## src/design/qalu_pkg.sv

```systemverilog
// ----------------------------------------------------------------------------
// qalu_pkg
// Shared opcodes, component types and saturation helper for the quaternion ALU.
// ----------------------------------------------------------------------------
package qalu_pkg;

  // opcodes
  localparam logic [2:0] OP_MUL  = 3'd0;
  localparam logic [2:0] OP_ADD  = 3'd1;
  localparam logic [2:0] OP_SUB  = 3'd2;
  localparam logic [2:0] OP_INV  = 3'd3;
  localparam logic [2:0] OP_ROT  = 3'd4;
  localparam logic [2:0] OP_DOT  = 3'd5;
  localparam logic [2:0] OP_NORM = 3'd6;

  localparam int unsigned EPS_W      = 17;
  localparam logic [EPS_W-1:0] EPS_RESET = 17'd66;
  localparam int unsigned SQRT_STEPS = 32;  // one root bit per stage
  localparam int unsigned QUO_BITS   = 32;  // one quotient bit per stage

  // index 0..3 = x, y, z, w
  typedef logic [3:0][31:0] quat_t;

  function automatic logic [31:0] sat32(input logic signed [65:0] v);
    logic [31:0] r;
    if (v > 66'sd2147483647) r = 32'h7fff_ffff;
    else if (v < -66'sd2147483648) r = 32'h8000_0000;
    else r = v[31:0];
    return r;
  endfunction

endpackage

```

## src/design/qalu_sqrt.sv

```systemverilog
// ----------------------------------------------------------------------------
// qalu_sqrt
// Pipelined integer square root, one root bit per stage.
// ----------------------------------------------------------------------------
module qalu_sqrt import qalu_pkg::*; #(
  parameter int unsigned SideW = 1
) (
  input  logic             clk_i,
  input  logic             rst_ni,
  input  logic             en_i,
  input  logic             valid_i,
  input  logic [63:0]      rad_i,
  input  logic [SideW-1:0] side_i,
  output logic             valid_o,
  output logic [31:0]      root_o,
  output logic [SideW-1:0] side_o
);

  localparam int unsigned Steps = SQRT_STEPS;

  logic             v_q    [Steps];
  logic [63:0]      r_q    [Steps];
  logic [63:0]      x_q    [Steps-1];
  logic [SideW-1:0] side_q [Steps];

  for (genvar k = 0; k < Steps; k++) begin : g_step
    localparam logic [63:0] Bit = 64'd1 << (62 - 2 * k);
    logic             v_in;
    logic [63:0]      x_in, r_in, trial, x_d, r_d;
    logic [SideW-1:0] s_in;

    if (k == 0) begin : g_first
      assign v_in = valid_i;
      assign x_in = rad_i;
      assign r_in = '0;
      assign s_in = side_i;
    end else begin : g_next
      assign v_in = v_q[k-1];
      assign x_in = x_q[k-1];
      assign r_in = r_q[k-1];
      assign s_in = side_q[k-1];
    end

    always_comb begin
      trial = r_in + Bit;
      if (x_in >= trial) begin
        x_d = x_in - trial;
        r_d = (r_in >> 1) + Bit;
      end else begin
        x_d = x_in;
        r_d = r_in >> 1;
      end
    end

    always_ff @(posedge clk_i or negedge rst_ni) begin
      if (!rst_ni) v_q[k] <= 1'b0;
      else if (en_i) v_q[k] <= v_in;
    end

    always_ff @(posedge clk_i) begin
      if (en_i) begin
        r_q[k]    <= r_d;
        side_q[k] <= s_in;
      end
    end

    if (k < Steps - 1) begin : g_rem
      always_ff @(posedge clk_i) begin
        if (en_i) x_q[k] <= x_d;
      end
    end
  end

  assign valid_o = v_q[Steps-1];
  assign root_o  = r_q[Steps-1][31:0];
  assign side_o  = side_q[Steps-1];

endmodule

```

## config.mk

```make
export PLATFORM = sky130hd
export DESIGN_NAME = qalu_sqrt
export DESIGN_NICKNAME = d
export VERILOG_FILES = /design/src/design/qalu_pkg.sv /design/src/design/qalu_sqrt.sv
export SDC_FILE = /design/constraint.sdc
export NUM_CORES = 2
export LEC_CHECK = 0
export BUFFER_PORTS_ARGS = -buffer_cell sky130_fd_sc_hd__buf_2
export CELL_PAD_IN_SITES_DETAIL_PLACEMENT = 1
export CELL_PAD_IN_SITES_GLOBAL_PLACEMENT = 2
export CORE_MARGIN = 8
export CORE_UTILIZATION = 40
export DETAILED_ROUTE_END_ITERATION = 8
export PLACE_DENSITY = 0.73
export SLEW_MARGIN = 40
export SYNTH_ARGS = -nofsm -noshare
export SYNTH_HDL_FRONTEND = slang
export SYNTH_SLANG_ARGS = --single-unit
```

## constraint.sdc

```tcl
create_clock -name clk_i -period 3.8 [get_ports clk_i]
set_input_delay 0.38 -clock clk_i [delete_from_list [all_inputs] [get_ports clk_i]]
set_output_delay 0.38 -clock clk_i [all_outputs]
set_load 0.02 [all_outputs]
```

==> results.py <==
metrics = {
    "power": {
        "power_density_nw_per_um2": 605.4,
        "power_leakage_nw": 53.65,
        "ir_worst_vdd_mv": 0.4406,
        "total_power_mw": 86.06,
    },
    "synth": {
        "yosysTopAreaCell": "edfxtp_1",
        "synth_most_common_cell": "edfxtp_1",
        "synthTopCellsByArea": "edfxtp_1 62%, ha_1 5.7%, xnor2_1 3.4%, xor2_1 2.7%, a21oi_1 2.6%",
        "synth_cell_types": 98,
        "synthArstFlopShare_pct": 1.242,
        "synth_area_per_cell_um2": 12.60,
        "syn_nets": 10430,
        "synth-edff-count": 2544,
        "ys.flop_type": "edfxtp_1",
        "yosys_warnings": 0,
        "yosysTopAreaCellShare_pct": 61.84,
        "ys_seq_area_share_pct": 62.49,
        "ys_ff_latch": 2576,
        "yosys-top-cells-count": "2544 x edfxtp_1, 700 x inv_1, 646 x nor2_1",
        "syn_area_um2": 123500,
        "synth_cells": 9802,
    },
    "layout": {
        "fin_cells": 14780,
        "fin_area_um2": 142200,
        "syn_to_final_growth_pct": 15.07,
        "drive_gt1_share_pct": 10.94,
        "nFillCells": 31820,
        "finalNetCount": 11050,
    },
    "drt": {
        "drt-pass1-iter-count": 5,
        "drt-vias-per-instance": 5.418,
        "wl_met1_mm": 150.4,
        "num_vias": 80110,
        "drcViolationCount": 0,
        "wl_met3_mm": 13.02,
        "wl_per_cell_um": 22.67,
        "postRouteAntennaNets": 0,
        "drt_iter0_markers": 5544,
        "drt-total-wl_mm": 335.2,
        "wl_met2_mm": 164.7,
        "top_layer": "met4",
    },
    "sta": {
        "final_max_slew_viol_count": 0,
        "period_share_pct": 98.36,
        "fin_crit_ns": 3.738,
        "rsz0062_at_grt": "yes",
        "fin_setup_tns_ns": 0,
        "fin_skew_ns": 0.08716,
        "slew-limit-headroom_pct": 44.42,
        "fmax_ghz": 0.2675,
        "hold_violations": 0,
        "tightest_slew_ns": 0.8260,
        "setup_viol": 0,
    },
    "place": {
        "placed_area_um2": 131500,
        "place_congestion": 0.8709,
        "hpwl_mm": 253.4,
        "io_buffers": 102,
        "dp.cells": 14180,
    },
    "floorplanning": {
        "dieHeight_um": 571.7,
        "dieArea_um2": 326900,
        "start_util_pct": 40.10,
        "ios": 103,
        "die_x_um": 571.7,
        "core_um2": 308100,
        "core.rowCount": 204,
    },
    "clock_tree": {
        "clkTransAtPathRegs_ns": 0.06,
        "cts_tree": "yes",
        "insertion_delay_ns": 0.92,
        "cts_buffers": 291,
        "cts_root_buffer": "clkbuf_16",
        "cts_sinks": 2576,
        "htreeDepth": 5,
        "cts_buffer_depth": 4,
    },
    "grt": {
        "overflow": 0,
        "track_usage_pct": 19.93,
        "grt_pass1_wl_mm": 511.3,
        "grt_pass1_vias": 84220,
        "antenna_found_initial": 15,
        "grt_max_degree": 169,
    },
    "critical_path": {
        "cp_max_fo": 5,
        "rrSetupSlack_ns": 0.06,
        "r2r-end": "x_q[3][445]$_DFFE_PP_",
        "rr_startpoint": "x_q[3][334]$_DFFE_PP_",
        "crit_required_ns": 4.41,
        "path_cells": "ha_1 > and3_1 > nor4b_1 > and4_1 > buf_4 > nor4_4 > a2bb2oi_1 > a211o_1 > a21oi_1 > buf_4 > o2111ai_1 > xnor2_1",
        "arrival_ns": 4.35,
        "startpoint": "x_q[3][334]$_DFFE_PP_",
        "ff2ff_path_depth": 12,
        "crit_path_start_kind": "flip-flop",
        "crit_type": "flip-flop to flip-flop",
        "end_kind": "flip-flop",
        "slowest_stage": "nor4b_1",
        "cp.depth": 12,
        "crit_path_max_incr_delay_ns": 0.62,
        "critPathTopFamily": "simple AND/OR/NAND/NOR gates",
        "crit_buf_inv": 2,
        "crit_end": "x_q[3][445]$_DFFE_PP_",
        "path_common_cell": "buf_4",
    },
    "run_status": {
        "status": "complete, no violations",
    },
    "run": {
        "drv_cap": 0,
    },
    "min_path": {
        "hold_path_class": "input pin to async pin",
    },
}
sequential cells by signal, summed over array words and instances, names as in the netlist:
| signal | flops |
|---|---|
| x_q | 1984 |
| r_q | 528 |
| side_q | 32 |
| g_step.v_in | 31 |
| valid_o | 1 |
final cells by class:
type	count	area, µm²	area share (%)
Timing Repair Buffer	546	4397	3.093
Clock inverter	182	1849	1.301
Sequential cell	2576	77190	54.30
Antenna cell	5	12.51	0.008802
Multi-Input combinational cell	6302	43260	30.43
Tap cell	4120	5155	3.626
Inverter	708	2658	1.869
Clock buffer	345	7631	5.368
worst reg2reg max path, cell delays in order (launching register included):
cell and delay [ns]:
edfxtp_1 0.43, ha_1 0.41, and3_1 0.27, nor4b_1 0.62, and4_1 0.29, buf_4 0.17, nor4_4 0.05, a2bb2oi_1 0.18
a211o_1 0.32, a21oi_1 0.22, buf_4 0.18, o2111ai_1 0.15, xnor2_1 0.16
layout by cell type, fill, tap and decap left out, drive strengths merged, types with 26 or more instances in the layout:
cell / count
a211oi: 55
a21boi: 26
a21o: 232
a21oi: 646
a31oi: 48
and2: 39
and3: 55
and4: 26
buf: 477
bufinv: 27
clkbuf: 345
clkinv: 128
dfrtp: 32
dlygate4sd3: 69
edfxtp: 2544
ha: 558
inv: 719
mux2: 129
nand2: 602
nand2b: 102
nand3: 160
nand3b: 36
nand4: 169
nand4b: 32
nor2: 646
nor2b: 72
nor3: 270
nor3b: 30
nor4: 341
nor4b: 51
o211ai: 44
o21a: 106
o21ai: 400
o21bai: 52
o31ai: 67
or2: 36
or3: 90
or4: 64
xnor2: 476
xor2: 387
through the flow:
stage | util (%) | hold slack (ns) | setup slack, ns
final | 46.14 | 0.08937 | 0.06218
after global routing | 46.14 | 0.1150 | -0.01966
after CTS | 46.01 | 0.03195 | 0.004635
after detailed placement | 42.69 | 0.4061 | -0.3409
after global placement | 42.68 | 0.4006 | -0.4017
after floorplan | - | 0.08441 | 0.4024
routing by layer:
layer	up-vias	GRT usage [%]
met2	1385	34.66
met5	-	0
met3	427	2.132
li1	38080	-
met1	40220	27.01
met4	0	4.374
report_power, final:
part / leakage [nW] / switching (mW) / internal (mW)
registers: 24.9 / 3.03 / 36.0
clock network: 4.62 / 11.7 / 16.3
logic: 24.2 / 11.0 / 7.95
total: 53.6 / 25.8 / 60.3
cells by family (layout without fill, tap and decap cells):
| kind of cell | count (synthesis) | count (layout) | synth area share, % |
|---|---|---|---|
| other cells | 0 | 5 | 0 |
| mux | 136 | 136 | 1.257 |
| fa+ha+maj | 558 | 558 | 5.652 |
| flops | 2576 | 2576 | 62.49 |
| buf+inv | 924 | 1781 | 2.863 |
| xor+xnor | 863 | 863 | 6.119 |
| compound gates | 1887 | 1887 | 9.597 |
| simple gates | 2858 | 2858 | 12.02 |
what timing repair did:
action                                 in CTS  in global routing
gates resized for setup                    10                 62
hold buffers                               69                  0
pin swaps                                   0                  6
setup endpoints to repair                  67                191
buffers inserted                            0                  5
endpoints found under the hold margin     115                  0
how the worst min path moves through the flow:
stage | from | endpoint | depth (start not counted)
after floorplan | rst_ni | g_step[10].v_in$_DFFE_PN0P_ | 0
after global placement | side_q[3]$_DFFE_PP_ | side_q[4]$_DFFE_PP_ | 0
after detailed placement | side_q[13]$_DFFE_PP_ | side_q[14]$_DFFE_PP_ | 0
after CTS | rst_ni | g_step[31].v_in$_DFFE_PN0P_ | 2
after global routing | rst_ni | g_step[31].v_in$_DFFE_PN0P_ | 2
final | rst_ni | g_step[30].v_in$_DFFE_PN0P_ | 2
(Power assumes the default switching activity.)
